## config.mk

```make
export PLATFORM = sky130hd
export DESIGN_NAME = iet_ram
export DESIGN_NICKNAME = d
export VERILOG_FILES = /design/src/rtl/core/inverse_euler_transform_defines.svh /design/src/rtl/core/iet_ram.sv
export SDC_FILE = /design/constraint.sdc
export NUM_CORES = 2
export LEC_CHECK = 0
export BUFFER_PORTS_ARGS = -buffer_cell sky130_fd_sc_hd__buf_2
export CORE_MARGIN = 2
export CORE_UTILIZATION = 59
export CTS_BUF_LIST = sky130_fd_sc_hd__clkbuf_4 sky130_fd_sc_hd__clkbuf_8
export CTS_CLUSTER_DIAMETER = 40
export DETAILED_ROUTE_END_ITERATION = 12
export GPL_TIMING_DRIVEN = 0
export HOLD_SLACK_MARGIN = 0.02
export PLACE_DENSITY = 0.86
export SYNTH_ARGS = -nofsm -noshare
export SYNTH_HDL_FRONTEND = slang
export SYNTH_SLANG_ARGS = --single-unit
```

## constraint.sdc

```tcl
create_clock -name clk -period 5.31 [get_ports clk]
set_clock_uncertainty 0.15 [all_clocks]
set_input_delay 1.062 -clock clk [delete_from_list [all_inputs] [get_ports clk]]
set_output_delay 1.062 -clock clk [all_outputs]
set_load 0.01 [all_outputs]
```

## src/rtl/core/inverse_euler_transform_defines.svh

```systemverilog
// Assertion macros used by the top level.
`ifndef INVERSE_EULER_TRANSFORM_DEFINES_SVH
`define INVERSE_EULER_TRANSFORM_DEFINES_SVH

// Same-cycle implication, sampled on clk, off during reset.
`define IET_ASSERT_NOW(lbl, ante, cons) \
	lbl: assert property (@(posedge clk) disable iff (!arst_n) (ante) |-> (cons)) \
		else $error("iet assertion failed");

// Next-cycle implication, sampled on clk, off during reset.
`define IET_ASSERT_NEXT(lbl, ante, cons) \
	lbl: assert property (@(posedge clk) disable iff (!arst_n) (ante) |=> (cons)) \
		else $error("iet assertion failed");

`endif

```

## src/rtl/core/iet_ram.sv

```systemverilog
// Generic single-write, single-read RAM with registered read data.
module iet_ram #(
	parameter int WIDTH = 64,
	parameter int DEPTH = 32
) (
	input  logic                                clk,
	input  logic                                we,
	input  logic [(DEPTH>1?$clog2(DEPTH):1)-1:0] waddr,
	input  logic [WIDTH-1:0]                    wdata,
	input  logic                                re,
	input  logic [(DEPTH>1?$clog2(DEPTH):1)-1:0] raddr,
	output logic [WIDTH-1:0]                    rdata
);
	logic [WIDTH-1:0] mem [DEPTH];

	always_ff @(posedge clk) begin
		if (we) begin
			mem[waddr] <= wdata;
		end
		if (re) begin
			rdata <= mem[raddr];
		end
	end
endmodule

```

==> run metrics <==
status finished with violations; failing checks capacitance limit, slew limit; clock tree buffer depth 4; FMAX 250 MHz; Post-Synth Simple-Gate Area 0.376%; Arr. time, crit path 4.60 ns; Post-DRT Antenna Nets 0; cts-stage hold buffer count 0; Reg-to-Reg Start mem[15][57]; Area Overhead vs Synth 14.2%; Rows 134; Die Y 371 um; Startpoint Class input port; most frequent cells in the layout 2112 x edfxtp_1, 602 x mux4_2, 331 x clkbuf_8, 201 x buf_2, 103 x clkbuf_4; first-pass GRT wire length 315 mm; synthesized area per cell 25.7 sq um; Buffers on Ports 136; worst vdd ir ~0.00030 V; reg2reg end rdata[57]; drt initial violations 8369; full die area 138000 sq um; Max Cap Viol 3; fin nets 3739; drt pass-1 iters 7; Worst Setup SP raddr[2]; measured slew at the worst slew-check pin around 1.7 ns; Ys Warns 0; Post-Syn Instances 3097; vias in the first global route 41700; P_leak roughly 29 nW; worst reg2reg path depth 3; commonest non-fill, non-tap cell in the layout edfxtp_1; GP Congestion 0.765; die width ~370 um; share of layout cells above drive strength 1 between 30% and 40%; synth unique cells 30; core box area 134000 sq um; worst min path class in -> reg; fraction of synthesized cell area in xor and xnor cells 0%; vias 40900; synthesized net count 3174; total clock sinks 2112; total number of H-tree levels 5; CTS root buffer clkbuf_8; Initial Utilization roughly 60%; io pins 141; Max Slew Vio Count 22; Critical Path RT 5.92 ns; Rel. slew slack -14.8%; final hold violations 0; hold path depth 1; GRT Resource Usage Total between 30% and 40%; flops & latches, synth about 2100; critical path class in -> reg; final worst setup slack 1.32 ns; DP Worst Slack 0.521 ns; GRT Residual Overflow 0; hpwl dp 140 mm; setup bufs post-CTS 0; dpl cell area between 80000 and 90000 sq um; largest family of logic cells by synthesized area multiplexers; R2R setup slack around 2.9 ns; area fraction in compound gates after synthesis 0.462%; Reg clk slew, reported paths 0.07 ns; final setup fails 0; largest net degree at the start of global routing 45; Crit Path Max Fanout 10; # resized after CTS 0; final WL 230 mm; mux contribution to synthesized area a little under a fifth; Critical Path End rdata[59]; drt wl/cell 40.6 um; Fill cells ~7000; Fin Setup TNS 0 ns; routed vias/inst 7.21; Tmin final between 3 and 4 ns; Synth Area in Adders 0%; Finished Cell Area 90900 sq um; CTS tree yes; initial antenna violation count 28; Final Cycle Share 75.2%; CTS Buf Count 324; PD cells 367 nW/um^2; drt drc 0; RSZ-0062 raised after global routing no; worst skew pair latency 1.03 ns; sequential area share after synthesis 79.7%; Setup crit end kind flop; mapped cell area around 80000 sq um
## registers in the layout (all words and copies together) (netlist names)
signal  cells
mem      2048
rdata      64
## layout make-up
class,instances,area (sq um),share of cell area (%)
Inverter,1,3.75,0.00413
Buffer,156,747,0.822
Clock inverter,115,604,0.665
Clock buffer,434,5330,5.86
Tap cell,1768,2210,2.43
Multi-Input combinational cell,828,15700,17.2
Sequential cell,2112,63400,69.8
Timing Repair Buffer,239,2870,3.15
Antenna cell,17,42.5,0.0468
## metrics by stage
stage	power, mW	std cells	utilization, %	hold slack, ns
final	33.4	5670	68.0	0.360
after global routing	34.0	5663	68.0	0.363
after CTS	33.3	5653	68.0	0.308
after detailed placement	20.8	5104	63.6	0.740
after global placement	20.7	5001	61.7	0.708
after floorplan	20.0	3097	-	0.648
## kinds of logic after synthesis
| group | count (synthesis) |
|---|---|
| buffers and inverters | 157 |
| and+or+nand+nor | 64 |
| muxes | 714 |
| AOI/OAI and AO/OA | 50 |
| DFF | 2112 |
## critical path: stages
cell,delay [ns]
clkbuf_1,0.30
buf_2,0.54
clkbuf_1,1.30
mux4_2,0.53
mux4_2,0.50
mux2_2,0.34
## power by group
group	internal, mW	switching, mW	total [mW]
sequential	18.6	0.0799	18.7
combinational	0.722	1.13	1.85
clock	6.68	6.18	12.9
## layer usage
layer  part of all wire, %  wire length (um)  global-route usage, %
met1                    29             67800                   42.1
met2                    49            112000                   54.5
met3                    15             34500                   9.08
met4                   6.9             15800                   19.5
met5                  0.13               309                      0
## cells in the mapped netlist
cell / n / share of area [%]
nor2_1: 41 / 0.19
o211ai_1: 3 / 0.028
or3b_2: 2 / 0.022
mux2i_1: 38 / 0.48
nand3_1: 2 / 0.013
a211oi_1: 3 / 0.028
buf_2: 65 / 0.41
a22o_1: 1 / 0.011
nand3b_1: 5 / 0.047
nand2b_1: 2 / 0.016
mux2_2: 74 / 1.0
and2_1: 3 / 0.024
o31a_1: 3 / 0.033
or3_1: 1 / 0.0079
a221oi_1: 12 / 0.13
o22ai_1: 10 / 0.079
buf_6: 3 / 0.042
o2bb2ai_1: 3 / 0.033
mux4_2: 602 / 17
o221ai_1: 3 / 0.033
inv_2: 1 / 0.0047
and2_0: 1 / 0.0079
a22oi_1: 3 / 0.028
edfxtp_1: 2112 / 80
buf_1: 19 / 0.090
o21ai_0: 9 / 0.057
clkbuf_1: 55 / 0.26
buf_4: 14 / 0.13
nor2b_1: 4 / 0.031
nand2_1: 3 / 0.014
## how the worst min path moves through the flow
stage | start | endpoint | slack [ns]
floorplan | mem[20][25] | rdata[25] | 0.65
global placement | mem[4][34] | rdata[34] | 0.71
detailed placement | mem[4][34] | rdata[34] | 0.74
CTS | wdata[45] | mem[0][45] | 0.31
global route | re | rdata[11] | 0.36
finish | wdata[45] | mem[0][45] | 0.36
(Power assumes the default switching activity.)
