`src/rtl/core/inverse_euler_transform_defines.svh`:
```
// Assertion macros used by the top level.
`ifndef INVERSE_EULER_TRANSFORM_DEFINES_SVH
`define INVERSE_EULER_TRANSFORM_DEFINES_SVH

// Same-cycle implication, sampled on clk, off during reset.
`define IET_ASSERT_NOW(lbl, ante, cons) \
	lbl: assert property (@(posedge clk) disable iff (!arst_n) (ante) |-> (cons)) \
		else $error("iet assertion failed");

// Next-cycle implication, sampled on clk, off during reset.
`define IET_ASSERT_NEXT(lbl, ante, cons) \
	lbl: assert property (@(posedge clk) disable iff (!arst_n) (ante) |=> (cons)) \
		else $error("iet assertion failed");

`endif

```
`src/rtl/core/iet_pkg.sv`:
```
// Shared types and constants of the inverse Euler transform block.
package iet_pkg;
	localparam int LEN_W = 7;   // run length, up to 64 terms
	localparam int DATA_W = 64;

	typedef logic [LEN_W-1:0] len_t;

	typedef struct packed {
		logic empty;
		logic full;
	} q_stat_t;

	typedef struct packed {
		logic busy;
	} back_stat_t;
endpackage

```
`src/rtl/core/iet_if.sv`:
```
// Request and result stream interfaces.
interface iet_in_if;
	logic               valid;
	logic               ready;
	logic signed [63:0] term;
	logic               final_req;
	modport source(output valid, output term, output final_req, input ready);
	modport sink(input valid, input term, input final_req, output ready);
endinterface


```
`src/rtl/core/iet_front.sv`:
```
// Front: takes term requests, stores them and queues a run at the final one.
module iet_front import iet_pkg::*; #(
	parameter int MAX_LEN = 32
) (
	input  logic                        clk,
	input  logic                        arst_n,
	iet_in_if.sink                      terms,
	input  q_stat_t                     qstat,
	input  back_stat_t                  bstat,
	output logic                        twe,
	output logic [$clog2(MAX_LEN)-1:0]  twaddr,
	output logic [DATA_W-1:0]           twdata,
	output logic                        push,
	output len_t                        push_len
);
	localparam int IW = $clog2(MAX_LEN);
	localparam int CW = $clog2(MAX_LEN + 1);

	logic [CW-1:0] term_count_q;
	logic          accept;
	logic          full;

	// hold off while a run is queued or being worked
	assign terms.ready = qstat.empty && !bstat.busy;
	assign accept      = terms.valid && terms.ready;
	assign full        = (term_count_q == CW'(MAX_LEN));

	assign twe      = accept && !full;
	assign twaddr   = term_count_q[IW-1:0];
	assign twdata   = terms.term;
	assign push     = accept && terms.final_req;
	assign push_len = full ? LEN_W'(term_count_q) : LEN_W'(term_count_q + CW'(1));

	always_ff @(posedge clk or negedge arst_n) begin
		if (!arst_n) begin
			term_count_q <= '0;
		end else if (push) begin
			term_count_q <= '0;
		end else if (twe) begin
			term_count_q <= term_count_q + CW'(1);
		end
	end
endmodule

```
`src/flat_wrapper.sv`:
```
// flat-port wrapper written by rule: the top's interface ports become plain ports
module iet_front_flat import iet_pkg::*;
#(
	parameter int MAX_LEN = 32
)
  (clk, arst_n, qstat, bstat, twe, twaddr, twdata, push, push_len, terms_valid, terms_term, terms_final_req, terms_ready);
  iet_in_if terms_i ();
  input  logic clk;
  input  logic arst_n;
  input  q_stat_t qstat;
  input  back_stat_t bstat;
  output logic twe;
  output logic [$clog2(MAX_LEN)-1:0] twaddr;
  output logic [DATA_W-1:0] twdata;
  output logic push;
  output len_t push_len;
  input wire logic [$bits(terms_i.valid)-1:0] terms_valid;
  input wire logic [$bits(terms_i.term)-1:0] terms_term;
  input wire logic [$bits(terms_i.final_req)-1:0] terms_final_req;
  output wire logic [$bits(terms_i.ready)-1:0] terms_ready;
  assign terms_i.valid = terms_valid;
  assign terms_i.term = terms_term;
  assign terms_i.final_req = terms_final_req;
  assign terms_ready = terms_i.ready;
  iet_front #(.MAX_LEN(MAX_LEN)) u_core (.clk(clk), .arst_n(arst_n), .terms(terms_i), .qstat(qstat), .bstat(bstat), .twe(twe), .twaddr(twaddr), .twdata(twdata), .push(push), .push_len(push_len));
endmodule
```
`config.mk`:
```
export PLATFORM = sky130hd
export DESIGN_NAME = iet_front_flat
export DESIGN_NICKNAME = d
export VERILOG_FILES = /design/src/rtl/core/inverse_euler_transform_defines.svh /design/src/rtl/core/iet_pkg.sv /design/src/rtl/core/iet_if.sv /design/src/rtl/core/iet_front.sv /design/src/flat_wrapper.sv
export SDC_FILE = /design/constraint.sdc
export NUM_CORES = 1
export LEC_CHECK = 0
export ABC_CLOCK_PERIOD_IN_PS = 3500
export BUFFER_PORTS_ARGS = -buffer_cell sky130_fd_sc_hd__clkbuf_2
export CORE_UTILIZATION = 32
export DETAILED_ROUTE_END_ITERATION = 12
export PLACE_DENSITY = 0.95
export SLEW_MARGIN = 20
export SYNTH_ARGS = -nofsm -noshare
export SYNTH_HDL_FRONTEND = slang
export SYNTH_SLANG_ARGS = --single-unit
```
`constraint.sdc`:
```
create_clock -name clk -period 3.5 [get_ports clk]
set_input_delay 0.525 -clock clk [delete_from_list [all_inputs] [get_ports clk]]
set_output_delay 0.525 -clock clk [all_outputs]
set_load 0.02 [all_outputs]
```
==> impl_metrics.json <==
{
  "outcome": "finished, violations left",
  "violated_checks": "design-rule violations",
  "clkTransAtPathRegs_ns": 0.05,
  "wl_met3_um": 219,
  "period_share": 0.733,
  "post-synth-top-area-fraction": 0.517,
  "syn_area_um2": 1000,
  "grt_first_pass_wirelength_um": 2420,
  "uppermost_signal_routing_layer_after_detailed_routing": "met4",
  "final_core_util": 0.219,
  "diodes": 0,
  "synth_top_cell_by_area": "sky130_fd_sc_hd__buf_4",
  "edff_count_synth": 0,
  "die_area_um2": 3360,
  "design.portCount": 150,
  "synth.most_common_cell": "sky130_fd_sc_hd__buf_4",
  "ys_warn_count": 0,
  "antenna_violating_nets_post_route": 0,
  "final_worst_setup_slack_ns": 0.936,
  "cts-root-to-sink-buffers": 2,
  "worst_ep_arrival_time_ns": 2.04,
  "clock_tree_from_tritoncts": "yes",
  "final_hold_viol_count": 0,
  "critical_path.endpoint_type": "output pin",
  "clock_latency_on_the_worst_skew_pair_ns": 0.24,
  "synth-main-ff-cell": "sky130_fd_sc_hd__dfrtp_1",
  "timing.hold.ws_ns": 0.0932,
  "timing.clock.skew_ns": 0.00545,
  "cts_resized": 0,
  "cpPeakStageDelay_ns": 0.44,
  "clock-sinks": 6,
  "slew_headroom": 0.719,
  "largest_register_ff_count": 6,
  "routedLengthMet1_um": 587,
  "final.min_clock_period_ns": 2.56,
  "port_buffers": 20,
  "holdCritPathClass": "primary input to asynchronous set/reset pin",
  "cts_made_buffers": 3,
  "setup_violations": 0,
  "wl_met2_um": 642,
  "overall_die_height_um": 58.0,
  "h-tree-depth": 1,
  "placed_cells": 98,
  "via_count": 545,
  "layout-area-overhead-vs-synth_pct": -37.6,
  "criticalPathCategory": "flop to output pin",
  "timing_max_transition_violations_final": 0,
  "cts.hold.buffers_added": 0,
  "drt-wirelength-per-cell_um": 15.5,
  "leakagePower_nw": 0.315,
  "cts-root-buf": "sky130_fd_sc_hd__clkbuf_4",
  "synth.area.top_cells": "sky130_fd_sc_hd__buf_4 52%, sky130_fd_sc_hd__dfrtp_1 15%, sky130_fd_sc_hd__xnor2_1 3.5%, sky130_fd_sc_hd__ha_1 2.5%, sky130_fd_sc_hd__a32o_1 2.0%",
  "crit_slowest_cell": "sky130_fd_sc_hd__or3_1",
  "final-instance-count-excl-fill": 101,
  "gp_routability_congestion": 0.754,
  "num-nets-final": 145,
  "global_router_s_overall_resource_usage": 0.0990,
  "crit_path_start_kind": "flop",
  "route.final.wire_length_um": 1560,
  "registers.top_by_ff_count": "u_core.term_count_q",
  "fraction_of_final_layout_cells_sized_beyond_drive_strength_1": 0.386,
  "seq_area_frac_synth": 0.150,
  "initial_core_util": 0.351,
  "grt_overflow": 0,
  "core_box_area_um2": 2850,
  "dp_hpwl_um": 1210,
  "max_clock_freq_ghz": 0.390,
  "synth.avg_cell_area_um2": 8.42,
  "die_w_um": 58.0,
  "first_global_vias": 519,
  "finalSetupTns_ns": 0,
  "antenna_found_initial": 0,
  "synth.top_cells.by_count": "69 x sky130_fd_sc_hd__buf_4, 6 x sky130_fd_sc_hd__dfrtp_1, 4 x sky130_fd_sc_hd__xnor2_1",
  "synthArstFlopShare": 1.00,
  "drv_cap": 0,
  "synth_cell_types": 31,
  "crit_chain": "inv_1 -> ha_1 -> nand3b_4 -> or3_1 -> mux2_4 -> clkbuf_2",
  "drc": 10,
  "rsz_0062_raised_after_global_routing": "no",
  "timing.critical_path.fanout_max": 6,
  "yosys_register_bits": 6,
  "required_ns": 2.97,
  "grt_max_degree": 12,
  "route.detailed.vias_per_inst": 5.40,
  "cts_post_setup_buffers_inserted": 0,
  "preCtsSetupSlack_ns": 1.20,
  "rows": 19,
  "largest_registers_in_the_final_layout": "u_core.term_count_q: 6 flops",
  "detailedRoute.firstIterationViolations": 23,
  "drt_first_pass_iters": 8,
  "timing_worst_slew_pin_value_ns": 0.416,
  "p_per_area_nw_per_um2": 545,
  "postSynthCellCount": 119,
  "syn_nets": 192,
  "vdd_drop_max_mv": 0.0857
}
[final cells by class]
class,instances,area (um^2)
fill,319,2230
inverter,3,11.3
multi-input combinational,38,303
clock buffer,3,22.5
tap,31,38.8
timing repair buffer,20,100
sequential,6,150
[cells by family (layout without fill, tap and decap cells)]
kind of cell             Yosys count  count (layout)  share of synthesized area
AND/OR/NAND/NOR                   20              20                      0.139
multiplexers                       1               1                     0.0150
XOR/XNOR                           4               4                     0.0350
adder cells (fa/ha/maj)            2               2                     0.0250
flip-flops                         6               6                      0.150
buffers and inverters             75              26                      0.548
AO/OA/AOI/OAI                     11              11                     0.0887
[power breakdown]
part | internal, mW | switching [mW]
Sequential | 0.0794 | 0.0179
Clock | 0.0387 | 0.0242
Combinational | 0.0751 | 0.105
[placed cells by master, fill, tap and decap left out, drive strengths merged, types with 2 or more instances in the layout]
cell,instances
clkbuf,23
dfrtp,6
xnor2,4
inv,3
nand3,3
nand2,3
nor2b,3
nor2,2
a32o,2
o21ai,2
ha,2
nand3b,2
and2,2
[worst max-delay path: cells and delay by family (launching register included)]
family | cells | cell delay, ns
flip-flops | 1 | 0.43
AND/OR/NAND/NOR | 2 | 0.53
buffers and inverters | 2 | 0.29
adder cells (fa/ha/maj) | 1 | 0.21
multiplexers | 1 | 0.33
[metal layers]
layer  track usage  vias up
li1              -      226
met1         0.100      250
met2         0.128       51
met3        0.0402       18
met4         0.146        0
met5             0        -
[path summary, 6_finish.rpt]
check,from,to,slack (ns),depth (start not counted)
setup / recovery,u_core.term_count_q[0]$_DFFE_PN0P_,push_len[1],0.94,6
max in group asynchronous,arst_n,u_core.term_count_q[3]$_DFFE_PN0P_,3.26,1
hold reg to reg,u_core.term_count_q[0]$_DFFE_PN0P_,u_core.term_count_q[0]$_DFFE_PN0P_,0.60,1
setup reg to reg,u_core.term_count_q[0]$_DFFE_PN0P_,u_core.term_count_q[1]$_DFFE_PN0P_,1.79,5
hold / removal,arst_n,u_core.term_count_q[1]$_DFFE_PN0P_,0.09,1
min in group clk,u_core.term_count_q[0]$_DFFE_PN0P_,u_core.term_count_q[0]$_DFFE_PN0P_,0.60,1
[metrics by stage]
| stage | power [mW] | instance area (um^2) |
|---|---|---|
| floorplan | 0.361 | 1000 |
| global placement | 0.275 | 603 |
| detailed placement | 0.281 | 603 |
| CTS | 0.346 | 626 |
| global route | 0.366 | 626 |
| finish | 0.341 | 626 |
(Power assumes the default switching activity.)
