--- src/rtl/core/inverse_euler_transform_defines.svh ---
// Assertion macros used by the top level.
`ifndef INVERSE_EULER_TRANSFORM_DEFINES_SVH
`define INVERSE_EULER_TRANSFORM_DEFINES_SVH

// Same-cycle implication, sampled on clk, off during reset.
`define IET_ASSERT_NOW(lbl, ante, cons) \
	lbl: assert property (@(posedge clk) disable iff (!arst_n) (ante) |-> (cons)) \
		else $error("iet assertion failed");

// Next-cycle implication, sampled on clk, off during reset.
`define IET_ASSERT_NEXT(lbl, ante, cons) \
	lbl: assert property (@(posedge clk) disable iff (!arst_n) (ante) |=> (cons)) \
		else $error("iet assertion failed");

`endif

--- src/rtl/core/iet_pkg.sv ---
// Shared types and constants of the inverse Euler transform block.
package iet_pkg;
	localparam int LEN_W = 7;   // run length, up to 64 terms
	localparam int DATA_W = 64;

	typedef logic [LEN_W-1:0] len_t;

	typedef struct packed {
		logic empty;
		logic full;
	} q_stat_t;

	typedef struct packed {
		logic busy;
	} back_stat_t;
endpackage

--- src/rtl/core/iet_job_q.sv ---
// Two-entry queue of run lengths between front and back.
module iet_job_q import iet_pkg::*; (
	input  logic    clk,
	input  logic    arst_n,
	input  logic    push,
	input  len_t    push_len,
	input  logic    pop,
	output len_t    head_len,
	output q_stat_t stat
);
	len_t       ent_q [2];
	logic       wptr_q;
	logic       rptr_q;
	logic [1:0] cnt_q;

	assign head_len   = ent_q[rptr_q];
	assign stat.empty = (cnt_q == 2'd0);
	assign stat.full  = (cnt_q == 2'd2);

	always_ff @(posedge clk) begin
		if (push) begin
			ent_q[wptr_q] <= push_len;
		end
	end

	always_ff @(posedge clk or negedge arst_n) begin
		if (!arst_n) begin
			wptr_q <= 1'b0;
			rptr_q <= 1'b0;
			cnt_q  <= 2'd0;
		end else begin
			if (push) begin
				wptr_q <= ~wptr_q;
			end
			if (pop) begin
				rptr_q <= ~rptr_q;
			end
			cnt_q <= cnt_q + {1'b0, push} - {1'b0, pop};
		end
	end
endmodule

--- config.mk ---
export PLATFORM = sky130hd
export DESIGN_NAME = iet_job_q
export DESIGN_NICKNAME = d
export VERILOG_FILES = /design/src/rtl/core/inverse_euler_transform_defines.svh /design/src/rtl/core/iet_pkg.sv /design/src/rtl/core/iet_job_q.sv
export SDC_FILE = /design/constraint.sdc
export NUM_CORES = 1
export LEC_CHECK = 0
export BUFFER_PORTS_ARGS = -buffer_cell sky130_fd_sc_hd__buf_2
export CORE_UTILIZATION = 47
export CTS_BUF_LIST = sky130_fd_sc_hd__clkbuf_8
export DETAILED_ROUTE_END_ITERATION = 6
export PLACE_DENSITY = 0.78
export RECOVER_POWER = 25
export SKIP_LAST_GASP = 1
export SLEW_MARGIN = 10
export SYNTH_ARGS = -nofsm -noshare
export SYNTH_HDL_FRONTEND = slang
export SYNTH_SLANG_ARGS = --single-unit
--- constraint.sdc ---
create_clock -name clk -period 1.15 [get_ports clk]
set_clock_uncertainty 0.1 [all_clocks]
set_input_delay 0.0575 -clock clk [delete_from_list [all_inputs] [get_ports clk]]
set_output_delay 0.0575 -clock clk [all_outputs]
set_load 0.01 [all_outputs]
==> impl_metrics.prom, run 1 <==
# TYPE chip_impl_metric gauge
chip_impl_metric{name="slew_headroom",unit=""} 0.835
chip_impl_metric{name="place.port_buffers",unit=""} 19
chip_impl_metric{name="place.detailed.hpwl",unit="um"} 726
chip_impl_metric{name="post_detailed_route_count_of_antenna_violating_nets",unit=""} 0
chip_impl_metric{name="initial_antenna_violation_count",unit=""} 0
chip_impl_metric{name="globalplace.congestion",unit=""} 0.602
chip_impl_info{name="setup_repair_after_global_routing_missed_its_margin",value="true"} 1
chip_impl_metric{name="start_util",unit=""} 0.530
chip_impl_metric{name="synth_seq_cells",unit=""} 18
chip_impl_metric{name="drc",unit=""} 0
chip_impl_metric{name="clkPwrFrac",unit=""} 0.178
chip_impl_metric{name="async_flop_share",unit=""} 0.222
chip_impl_info{name="ctsRootBufferMaster",value="clkbuf_8"} 1
chip_impl_metric{name="netlist_area",unit="um^2"} 733
chip_impl_metric{name="vias",unit=""} 410
chip_impl_info{name="setup.worst_path.start",value="rptr_q$_DFFE_PN0P_"} 1
chip_impl_metric{name="clock_tree.buffer_depth",unit=""} 2
chip_impl_metric{name="number_of_enable_flip_flop_cells_after_synthesis",unit=""} 14
chip_impl_info{name="r2r_end",value="cnt_q[1]$_DFF_PN0_"} 1
chip_impl_metric{name="share_comb_of_total_power",unit=""} 0.397
chip_impl_metric{name="synth_seq_area_share",unit=""} 0.710
chip_impl_metric{name="numCtsBuffers",unit=""} 3
chip_impl_metric{name="seq_power_share",unit=""} 0.425
chip_impl_metric{name="grt_max_degree",unit=""} 11
chip_impl_metric{name="final.period_utilization",unit=""} 1.19
chip_impl_info{name="synthMostInstantiatedCell",value="edfxtp_1"} 1
chip_impl_metric{name="postCtsSetupRepairBufs",unit=""} 0
chip_impl_metric{name="reg2reg_depth",unit=""} 5
chip_impl_metric{name="hold_viol_final",unit=""} 0
chip_impl_metric{name="fmax",unit="MHz"} 730
chip_impl_metric{name="period_minus_slack",unit="ps"} 1370
chip_impl_metric{name="placed_area",unit="um^2"} 861
chip_impl_metric{name="netSwitchingFraction",unit=""} 0.284
chip_impl_metric{name="yosysWarningCount",unit=""} 0
chip_impl_info{name="result_of_the_run",value="finished, violations left"} 1
chip_impl_metric{name="final_ws_setup",unit="ps"} -220
chip_impl_metric{name="clk-insertion-delay-late",unit="ps"} 240
chip_impl_metric{name="crit_path_max_fanout",unit=""} 8
chip_impl_metric{name="power.net_switching",unit="W"} 0.000702
chip_impl_metric{name="first_iter_violations",unit=""} 1
chip_impl_metric{name="cts_num_sinks",unit=""} 18
chip_impl_metric{name="route.detailed.wl_per_inst",unit="um"} 15.2
chip_impl_metric{name="finalSetupViolCount",unit=""} 9
chip_impl_metric{name="die_area",unit="um^2"} 1720
chip_impl_metric{name="place_inst",unit=""} 73
chip_impl_info{name="yosys-top-cells-area",value="edfxtp_1, mux2_4, dfrtp_1"} 1
chip_impl_info{name="yosys-top-cells-count",value="edfxtp_1, mux2_4, dfrtp_1"} 1
chip_impl_metric{name="tightest_slew",unit="ps"} 248
chip_impl_metric{name="synth_cells",unit=""} 37
chip_impl_metric{name="grt_use_total",unit=""} 0.166
chip_impl_metric{name="chipHeight",unit="um"} 41.5
chip_impl_metric{name="rows",unit=""} 13
chip_impl_info{name="ys.flop_type",value="edfxtp_1"} 1
chip_impl_metric{name="p_per_area",unit="nW/um^2"} 2310
chip_impl_metric{name="finalSetupTns",unit="ps"} -1680
chip_impl_metric{name="final.fill_count",unit=""} 72
chip_impl_info{name="violations",value="negative setup slack"} 1
chip_impl_metric{name="diodes",unit=""} 0
chip_impl_metric{name="critPathRequiredTime",unit="ps"} 990
chip_impl_metric{name="max_cap_viols",unit=""} 0
chip_impl_metric{name="via_count_of_the_first_global_routing_pass",unit=""} 445
chip_impl_metric{name="total_leakage_power",unit="nW"} 0.465
chip_impl_metric{name="synth.avg_cell_area",unit="um^2"} 19.8
chip_impl_info{name="hp-class",value="input port to asynchronous set/reset pin"} 1
chip_impl_info{name="cell_type_contributing_the_most_total_cell_area_after_synthesis",value="edfxtp_1"} 1
chip_impl_metric{name="floorplan.core_area",unit="um^2"} 1380
chip_impl_info{name="setup.worst_path.end_class",value="output port"} 1
chip_impl_metric{name="rrSetupSlack",unit="ps"} -140
chip_impl_metric{name="finalNonFillerCells",unit=""} 87
chip_impl_metric{name="detailedRoute.firstPassIterationCount",unit=""} 2
chip_impl_metric{name="ctsHtreeMaxLevel",unit=""} 1
chip_impl_metric{name="final-max-slew-violation-count",unit=""} 0
chip_impl_metric{name="fin_area",unit="um^2"} 1070
chip_impl_info{name="setup.worst_path.class",value="flop to output port"} 1
chip_impl_metric{name="fin_hold_ws",unit="ps"} 66.2
chip_impl_metric{name="synthDominantCellAreaShare",unit=""} 0.573
chip_impl_info{name="startpoint_type",value="flop"} 1
chip_impl_metric{name="post_detailed_route_via_to_cell_ratio",unit=""} 4.71
chip_impl_metric{name="p_int",unit="W"} 0.00177
chip_impl_info{name="critical_path.reg2reg.startpoint",value="cnt_q[0]$_DFF_PN0_"} 1
chip_impl_metric{name="synth_nets",unit=""} 50
chip_impl_metric{name="syn2layout_area_growth",unit="%"} 45.7
chip_impl_info{name="cts_tree",value="done"} 1
chip_impl_metric{name="die-width",unit="um"} 41.5
chip_impl_metric{name="post_route_cells_drive_above_1_share",unit=""} 0.472
chip_impl_metric{name="pin_count",unit=""} 20
chip_impl_metric{name="fin_nets",unit=""} 86
chip_impl_metric{name="worst_ep_arrival_time",unit="ps"} 1210
chip_impl_metric{name="globalRouteOverflowTotal",unit=""} 0
chip_impl_metric{name="global_route_wire_length_before_repair",unit="um"} 2040
chip_impl_metric{name="synthDistinctLibCells",unit=""} 11
chip_impl_metric{name="vdd_ir_drop_max",unit="V"} 0.00142
chip_impl_metric{name="drt_wl_total",unit="um"} 1320
chip_impl_metric{name="clk_pin_slew",unit="ps"} 70
[logic make-up after synthesis]
| logic type | synth area share |
|---|---|
| mux | 0.143 |
| buf+inv | 0.0256 |
| flops | 0.710 |
| xor+xnor | 0.0563 |
| fa+ha+maj | 0.0341 |
| simple gates | 0.0307 |
[flip-flops by register name (all words and copies together) (netlist names)]
register  count
ent_q        14
cnt_q         2
rptr_q        1
wptr_q        1
[per-stage QoR]
| stage | setup slack, ps | util | power (W) |
|---|---|---|---|
| floorplan | -93.5 | - | 0.00153 |
| global placement | -84.9 | 0.623 | 0.00174 |
| detailed placement | -108 | 0.623 | 0.00176 |
| CTS | -221 | 0.761 | 0.00236 |
| global route | -258 | 0.773 | 0.00258 |
| finish | -220 | 0.773 | 0.00247 |
[critical path, stage by stage (launching register included)]
cell and delay, ps:
dfrtp_2 510, mux2_4 330, buf_6 120
[area by class of cell]
| type | count | area, um^2 | area share |
|---|---|---|---|
| sequential | 18 | 522 | 0.488 |
| timing repair buffer | 32 | 268 | 0.251 |
| multi-input combinational | 16 | 208 | 0.194 |
| clock buffer | 3 | 41.3 | 0.0386 |
| tap | 15 | 18.8 | 0.0176 |
| inverter | 2 | 7.51 | 0.00703 |
| clock inverter | 1 | 3.75 | 0.00351 |
[power by group through the flow]
stage               Combinational (W)  Clock (W)  Sequential, W
floorplan                    0.000565          0       0.000964
global placement             0.000716          0        0.00103
detailed placement           0.000726          0        0.00104
CTS                          0.000896   0.000434        0.00103
global route                  0.00103   0.000475        0.00107
finish                       0.000981   0.000440        0.00105
[per-layer routing]
layer / vias up / global-route usage / part of all wire
met2: 12 / 0.322 / 0.58
li1: 203 / - / -
met4: 0 / 0.0581 / 0.0030
met3: 2 / 0.0261 / 0.017
met5: - / 0 / 0
met1: 193 / 0.178 / 0.40
[cells in the final DEF, fill, tap and decap left out, drive strengths merged]
cell type / n
inv: 2
clkbuf: 6
xor3: 1
mux2: 7
xor2: 2
ha: 2
nor2: 1
clkinv: 1
dfrtp: 4
and2: 1
dlygate4sd3: 10
buf: 19
nor2b: 2
edfxtp: 14
[what timing repair did]
item	CTS	global route
endpoints found under the hold margin	21	0
setup endpoints to repair	16	11
pin swaps	0	1
gates resized for setup	9	5
hold buffers	10	0
[worst max-delay path by stage]
stage	endpoint	slack (ps)	cells after the start
2_1_floorplan	cnt_q[1]$_DFF_PN0_	-90	5
3_3_place_gp	cnt_q[1]$_DFF_PN0_	-80	5
3_5_place_dp	cnt_q[1]$_DFF_PN0_	-110	5
4_1_cts	head_len[3]	-220	2
5_1_grt	head_len[6]	-260	2
6_report	head_len[6]	-220	2
Power figures use the tool's default switching activity.
==> inputs of run 2 (changes only) <==
--- a/config.mk
+++ b/config.mk
@@ -5,11 +5,11 @@
 export SDC_FILE = /design/constraint.sdc
 export NUM_CORES = 1
 export LEC_CHECK = 0
-export BUFFER_PORTS_ARGS = -buffer_cell sky130_fd_sc_hd__buf_2
+export BUFFER_PORTS_ARGS = -buffer_cell sky130_fd_sc_hd__buf_4
 export CORE_UTILIZATION = 47
 export CTS_BUF_LIST = sky130_fd_sc_hd__clkbuf_8
 export DETAILED_ROUTE_END_ITERATION = 6
-export PLACE_DENSITY = 0.78
+export PLACE_DENSITY = 0.76
 export RECOVER_POWER = 25
 export SKIP_LAST_GASP = 1
 export SLEW_MARGIN = 10
==> impl_metrics.prom, run 2 (synthesized netlist as in run 1, its figures left out) <==
# TYPE chip_impl_metric gauge
chip_impl_metric{name="largest_register_ffs",unit=""} 14
chip_impl_metric{name="rrSetupSlack",unit="ps"} -150
chip_impl_info{name="grt-busiest-layer",value="met2"} 1
chip_impl_metric{name="initial_antenna_violation_count",unit=""} 0
chip_impl_metric{name="slew_headroom",unit=""} 0.834
chip_impl_metric{name="die-width",unit="um"} 41.5
chip_impl_metric{name="via_count_of_the_first_global_routing_pass",unit=""} 451
chip_impl_metric{name="clk_pin_slew",unit="ps"} 60
chip_impl_info{name="setup.worst_path.start",value="rptr_q$_DFFE_PN0P_"} 1
chip_impl_metric{name="finalSetupViolCount",unit=""} 9
chip_impl_metric{name="clk-insertion-delay-late",unit="ps"} 240
chip_impl_metric{name="place.detailed.hpwl",unit="um"} 827
chip_impl_metric{name="globalplace.congestion",unit=""} 0.643
chip_impl_metric{name="drc",unit=""} 0
chip_impl_info{name="crit_path_top_delay_cell",value="dfrtp_2"} 1
chip_impl_metric{name="design_power_total",unit="W"} 0.00244
chip_impl_metric{name="power.net_switching",unit="W"} 0.000647
chip_impl_metric{name="first_iter_violations",unit=""} 0
chip_impl_metric{name="start_util",unit=""} 0.530
chip_impl_metric{name="final-seq-area",unit="um^2"} 522
chip_impl_info{name="hp-class",value="input port to asynchronous set/reset pin"} 1
chip_impl_metric{name="grt_max_degree",unit=""} 11
chip_impl_metric{name="critPathRequiredTime",unit="ps"} 990
chip_impl_metric{name="postCtsSetupRepairBufs",unit=""} 0
chip_impl_metric{name="route.detailed.wl_per_inst",unit="um"} 13.2
chip_impl_metric{name="detailedRoute.firstPassIterationCount",unit=""} 1
chip_impl_metric{name="final.period_utilization",unit=""} 1.19
chip_impl_metric{name="post_detailed_route_via_to_cell_ratio",unit=""} 4.84
chip_impl_metric{name="crit_path_max_fanout",unit=""} 8
chip_impl_info{name="crit_chain",value="mux2_4 -> buf_6"} 1
chip_impl_info{name="cts_tree",value="done"} 1
chip_impl_metric{name="dp_slack",unit="ps"} -130
chip_impl_metric{name="hold_viol_final",unit=""} 0
chip_impl_info{name="r2r_end",value="cnt_q[1]$_DFF_PN0_"} 1
chip_impl_metric{name="vdd_ir_drop_max",unit="V"} 0.00176
chip_impl_metric{name="grt.met1_usage",unit=""} 0.152
chip_impl_info{name="critical-path-top-delay-family",value="flip-flops"} 1
chip_impl_info{name="largest-register",value="ent_q"} 1
chip_impl_metric{name="clkPwrFrac",unit=""} 0.172
chip_impl_metric{name="seq_power_share",unit=""} 0.426
chip_impl_metric{name="total_leakage_power",unit="nW"} 0.488
chip_impl_metric{name="critical_path.n_buffers_inverters",unit=""} 1
chip_impl_metric{name="multiInputGateArea",unit="um^2"} 199
chip_impl_info{name="result_of_the_run",value="finished, violations left"} 1
chip_impl_metric{name="tightest_slew",unit="ps"} 248
chip_impl_metric{name="post_detailed_route_count_of_antenna_violating_nets",unit=""} 0
chip_impl_metric{name="reg2reg_depth",unit=""} 5
chip_impl_metric{name="cts_num_sinks",unit=""} 18
chip_impl_metric{name="final_ws_setup",unit="ps"} -221
chip_impl_metric{name="ctsHtreeMaxLevel",unit=""} 1
chip_impl_metric{name="netSwitchingFraction",unit=""} 0.265
chip_impl_metric{name="share_comb_of_total_power",unit=""} 0.402
chip_impl_metric{name="vias",unit=""} 436
chip_impl_metric{name="fmax",unit="MHz"} 729
chip_impl_info{name="layout.cells.most_common_list",value="edfxtp_1, buf_4, dlygate4sd3_1"} 1
chip_impl_metric{name="post_route_cells_drive_above_1_share",unit=""} 0.480
chip_impl_metric{name="clock_tree.buffer_depth",unit=""} 2
chip_impl_metric{name="global_route_wire_length_before_repair",unit="um"} 2010
chip_impl_info{name="top_regs",value="ent_q: 14 flops, cnt_q: 2 flops"} 1
chip_impl_metric{name="floorplan.core_area",unit="um^2"} 1380
chip_impl_metric{name="period_minus_slack",unit="ps"} 1370
chip_impl_metric{name="diodes",unit=""} 0
chip_impl_info{name="critical_path.reg2reg.startpoint",value="cnt_q[0]$_DFF_PN0_"} 1
chip_impl_metric{name="chipHeight",unit="um"} 41.5
chip_impl_metric{name="grt_use_total",unit=""} 0.166
chip_impl_metric{name="fin_nets",unit=""} 89
chip_impl_info{name="startpoint_type",value="flop"} 1
chip_impl_metric{name="die_area",unit="um^2"} 1720
chip_impl_metric{name="syn2layout_area_growth",unit="%"} 50.3
chip_impl_info{name="ctsRootBufferMaster",value="clkbuf_8"} 1
chip_impl_info{name="setup_repair_after_global_routing_missed_its_margin",value="true"} 1
chip_impl_metric{name="globalRouteOverflowTotal",unit=""} 0
chip_impl_info{name="setup.worst_path.class",value="flop to output port"} 1
chip_impl_metric{name="globalRouteMet3Util",unit=""} 0.0652
chip_impl_metric{name="final-max-slew-violation-count",unit=""} 0
chip_impl_metric{name="pin_count",unit=""} 20
chip_impl_metric{name="critical-path-max-stage-delay",unit="ps"} 510
chip_impl_metric{name="max_cap_viols",unit=""} 0
chip_impl_metric{name="place.port_buffers",unit=""} 19
chip_impl_info{name="violations",value="negative setup slack"} 1
chip_impl_metric{name="rows",unit=""} 13
chip_impl_metric{name="numCtsBuffers",unit=""} 3
chip_impl_metric{name="p_int",unit="W"} 0.00179
chip_impl_info{name="setup.worst_path.end_class",value="output port"} 1
chip_impl_metric{name="final.fill_count",unit=""} 78
chip_impl_metric{name="worst_ep_arrival_time",unit="ps"} 1210
chip_impl_metric{name="p_per_area",unit="nW/um^2"} 2210
chip_impl_metric{name="globalRouteMet2Util",unit=""} 0.313
chip_impl_metric{name="drt_wl_total",unit="um"} 1190
[run 2: cell count changes in the layout (fill, tap and decap cells not counted)]
cell      change
buf_2         -8
nor2b_1       +1
inv_1         +1
nor2b_4       -1
clkbuf_1      -1
and2_1        +1
buf_6         -1
and2_2        -1
clkinv_1      -1
buf_4        +12
clkbuf_4      +1
[run 2: worst max path at each step]
stage | endpoint | slack (ps) | cells after the start
2_1_floorplan | cnt_q[1]$_DFF_PN0_ | -90 | 5
3_3_place_gp | cnt_q[1]$_DFF_PN0_ | -80 | 5
3_5_place_dp | cnt_q[1]$_DFF_PN0_ | -130 | 5
4_1_cts | head_len[1] | -230 | 2
5_1_grt | head_len[1] | -270 | 2
6_report | head_len[2] | -220 | 2
[run 2: metrics by stage]
step	util	std cells	hold WS [ps]	TNS [ps]	area, um^2
3_3_place_gp	0.673	76	-244	-593	931
2_1_floorplan	-	37	-338	-93.5	736
5_1_grt	0.797	90	84.8	-2120	1100
4_1_cts	0.798	90	24.0	-1760	1100
3_5_place_dp	0.673	76	-244	-765	931
6_report	0.797	90	57.9	-1700	1100
[run 2: final cells by class]
type | instances | share of cell area
sequential | 18 | 0.473
timing repair buffer | 35 | 0.281
multi-input combinational | 16 | 0.180
clock buffer | 3 | 0.0375
tap | 15 | 0.0170
inverter | 2 | 0.00681
clock inverter | 1 | 0.00341
[run 2: per-layer routing]
metal | part of all wire | routed length (um)
met1 | 0.36 | 424
met2 | 0.59 | 709
met3 | 0.038 | 45
met4 | 0.010 | 12
met5 | 0 | 0
[run 2: timing repair]
| item | 4_1_cts | 5_1_grt |
|---|---|---|
| hold buffers | 10 | 0 |
| setup endpoints to repair | 9 | 11 |
| hold endpoints to repair | 21 | 0 |
| gates resized for setup | 8 | 2 |
[run 2: power groups by stage]
stage	Combinational, W	Sequential, W	Clock, W
CTS	0.000977	0.00104	0.000428
global route	0.00105	0.00106	0.000462
detailed placement	0.000870	0.00105	0
finish	0.000981	0.00104	0.000420
global placement	0.000846	0.00103	0
floorplan	0.000565	0.000964	0
==> inputs of run 3 (changes only) <==
--- a/config.mk
+++ b/config.mk
@@ -11,6 +11,7 @@
 export DETAILED_ROUTE_END_ITERATION = 6
 export PLACE_DENSITY = 0.76
 export RECOVER_POWER = 25
+export REMOVE_ABC_BUFFERS = 1
 export SKIP_LAST_GASP = 1
 export SLEW_MARGIN = 10
 export SYNTH_ARGS = -nofsm -noshare
==> impl_metrics.prom, run 3 (synthesized netlist as in run 1, its figures left out) <==
# TYPE chip_impl_metric gauge
chip_impl_info{name="startpoint_type",value="flop"} 1
chip_impl_metric{name="post_detailed_route_via_to_cell_ratio",unit=""} 4.79
chip_impl_metric{name="die_area",unit="um^2"} 1720
chip_impl_metric{name="syn2layout_area_growth",unit="%"} 57.0
chip_impl_metric{name="detailedRoute.firstPassIterationCount",unit=""} 2
chip_impl_metric{name="fmax",unit="MHz"} 736
chip_impl_info{name="setup.worst_path.class",value="flop to output port"} 1
chip_impl_metric{name="clkPwrFrac",unit=""} 0.164
chip_impl_metric{name="final-max-slew-violation-count",unit=""} 0
chip_impl_metric{name="vias",unit=""} 431
chip_impl_metric{name="start_util",unit=""} 0.530
chip_impl_metric{name="die-width",unit="um"} 41.5
chip_impl_metric{name="globalplace.congestion",unit=""} 0.644
chip_impl_metric{name="via_count_of_the_first_global_routing_pass",unit=""} 478
chip_impl_metric{name="final.period_utilization",unit=""} 1.18
chip_impl_metric{name="dp_slack",unit="ps"} -132
chip_impl_metric{name="share_comb_of_total_power",unit=""} 0.432
chip_impl_metric{name="p_per_area",unit="nW/um^2"} 2250
chip_impl_metric{name="netSwitchingFraction",unit=""} 0.278
chip_impl_metric{name="ctsHtreeMaxLevel",unit=""} 1
chip_impl_metric{name="drt_wl_total",unit="um"} 1240
chip_impl_metric{name="grt_use_total",unit=""} 0.160
chip_impl_metric{name="vdd_ir_drop_max",unit="V"} 0.00184
chip_impl_metric{name="floorplan.core_area",unit="um^2"} 1380
chip_impl_metric{name="initial_antenna_violation_count",unit=""} 0
chip_impl_metric{name="p_int",unit="W"} 0.00187
chip_impl_metric{name="place.detailed.hpwl",unit="um"} 793
chip_impl_info{name="setup.worst_path.end_class",value="output port"} 1
chip_impl_metric{name="critPathRequiredTime",unit="ps"} 990
chip_impl_metric{name="period_minus_slack",unit="ps"} 1360
chip_impl_metric{name="drc",unit=""} 0
chip_impl_metric{name="post_route_cells_drive_above_1_share",unit=""} 0.560
chip_impl_metric{name="worst_ep_arrival_time",unit="ps"} 1200
chip_impl_metric{name="grt_max_degree",unit=""} 11
chip_impl_metric{name="cts_num_sinks",unit=""} 18
chip_impl_metric{name="fin_nets",unit=""} 89
chip_impl_info{name="layout.cells.most_common_list",value="edfxtp_1, buf_4, dlygate4sd3_1, buf_6, mux2_4"} 1
chip_impl_metric{name="design_power_total",unit="W"} 0.00259
chip_impl_metric{name="pin_count",unit=""} 20
chip_impl_info{name="ctsRootBufferMaster",value="clkbuf_8"} 1
chip_impl_metric{name="numCtsBuffers",unit=""} 3
chip_impl_metric{name="diodes",unit=""} 0
chip_impl_metric{name="hold_viol_final",unit=""} 0
chip_impl_metric{name="post_detailed_route_count_of_antenna_violating_nets",unit=""} 0
chip_impl_metric{name="rows",unit=""} 13
chip_impl_metric{name="clk-insertion-delay-late",unit="ps"} 240
chip_impl_info{name="cts_tree",value="done"} 1
chip_impl_metric{name="placed_area",unit="um^2"} 928
chip_impl_metric{name="global_route_wire_length_before_repair",unit="um"} 2070
chip_impl_metric{name="slew_headroom",unit=""} 0.838
chip_impl_metric{name="postCtsSetupRepairBufs",unit=""} 0
chip_impl_info{name="violations",value="negative setup slack"} 1
chip_impl_metric{name="power.net_switching",unit="W"} 0.000719
chip_impl_metric{name="final_ws_setup",unit="ps"} -209
chip_impl_metric{name="globalRouteOverflowTotal",unit=""} 0
chip_impl_metric{name="chipHeight",unit="um"} 41.5
chip_impl_metric{name="max_cap_viols",unit=""} 0
chip_impl_metric{name="clk_pin_slew",unit="ps"} 60
chip_impl_metric{name="seq_power_share",unit=""} 0.404
chip_impl_metric{name="crit_path_max_fanout",unit=""} 8
chip_impl_metric{name="first_iter_violations",unit=""} 9
chip_impl_metric{name="tightest_slew",unit="ps"} 242
chip_impl_metric{name="fin_hold_ws",unit="ps"} 94.7
chip_impl_metric{name="total_leakage_power",unit="nW"} 0.493
chip_impl_info{name="largest-register",value="ent_q"} 1
chip_impl_info{name="top_regs",value="ent_q: 14 flops, cnt_q: 2 flops"} 1
chip_impl_metric{name="route.detailed.wl_per_inst",unit="um"} 13.8
chip_impl_info{name="setup_repair_after_global_routing_missed_its_margin",value="true"} 1
chip_impl_metric{name="finalSetupViolCount",unit=""} 8
chip_impl_metric{name="clock_tree.buffer_depth",unit=""} 2
chip_impl_info{name="result_of_the_run",value="finished, violations left"} 1
chip_impl_metric{name="fin_area",unit="um^2"} 1150
chip_impl_metric{name="place.port_buffers",unit=""} 19
chip_impl_info{name="layout.cells.most_common",value="edfxtp_1"} 1
chip_impl_info{name="hp-class",value="input port to asynchronous set/reset pin"} 1
chip_impl_metric{name="largest_register_ffs",unit=""} 14
## run 3: changes by cell type in the layout (fill, tap and decap cells not counted), moves of 2 or more
| cell | previous run | this run |
|---|---|---|
| buf_4 | 14 | 12 |
| buf_6 | 8 | 10 |
| ha_1 | 2 | 0 |
| ha_4 | 0 | 2 |
| inv_1 | 3 | 0 |
| inv_2 | 0 | 2 |
## run 3: final cells by class
class	count	area, um^2
Fill cell	76	231
Clock buffer	3	41.3
Tap cell	15	18.8
Multi-Input combinational cell	16	236
Clock inverter	1	3.75
Inverter	2	7.51
Timing Repair Buffer	35	322
Sequential cell	18	522
## run 3: worst paths after layout
check / startpoint / to / slack, ps / cells past startpoint
worst min register to register: wptr_q$_DFFE_PN0P_ / wptr_q$_DFFE_PN0P_ / 420 / 1
worst max register to register: cnt_q[0]$_DFF_PN0_ / cnt_q[1]$_DFF_PN0_ / -130 / 5
worst max-delay path: rptr_q$_DFFE_PN0P_ / head_len[2] / -210 / 2
worst min-delay path: arst_n / wptr_q$_DFFE_PN0P_ / 90 / 2
max in group asynchronous: arst_n / rptr_q$_DFFE_PN0P_ / 650 / 2
min in group clk: pop / cnt_q[1]$_DFF_PN0_ / 190 / 3
## run 3: stage by stage
| stage | util | instances | setup TNS (ps) |
|---|---|---|---|
| 5_1_grt | 0.833 | 90 | -1980 |
| 4_1_cts | 0.796 | 90 | -1670 |
| 3_5_place_dp | 0.671 | 76 | -738 |
| 2_1_floorplan | - | 36 | -511 |
| 3_3_place_gp | 0.671 | 76 | -589 |
| 6_report | 0.833 | 90 | -1570 |
## run 3: critical path, cell delays in order (launching register included)
cell	delay, ps
dfrtp_2	510
mux2_4	330
buf_6	120
## run 3: repair_timing
item                                    CTS  global route
endpoints found under the setup margin    9            18
pin swaps                                 0             2
endpoints found under the hold margin    21             0
gates resized for setup                   8            12
hold buffers                             10             0
## run 3: power groups by stage
| stage | Combinational, W | Clock [W] | Sequential, W |
|---|---|---|---|
| final | 0.00112 | 0.000426 | 0.00105 |
| after global routing | 0.00120 | 0.000463 | 0.00107 |
| after CTS | 0.000982 | 0.000432 | 0.00103 |
| after detailed placement | 0.000872 | 0 | 0.00104 |
| after global placement | 0.000846 | 0 | 0.00103 |
| after floorplan | 0.000470 | 0 | 0.00101 |
## run 3: metal layers
metal	share of wire	GRT usage
met2	0.56	0.316
met3	0.035	0.0435
met4	0.0056	0.0387
met5	0	0
met1	0.39	0.162
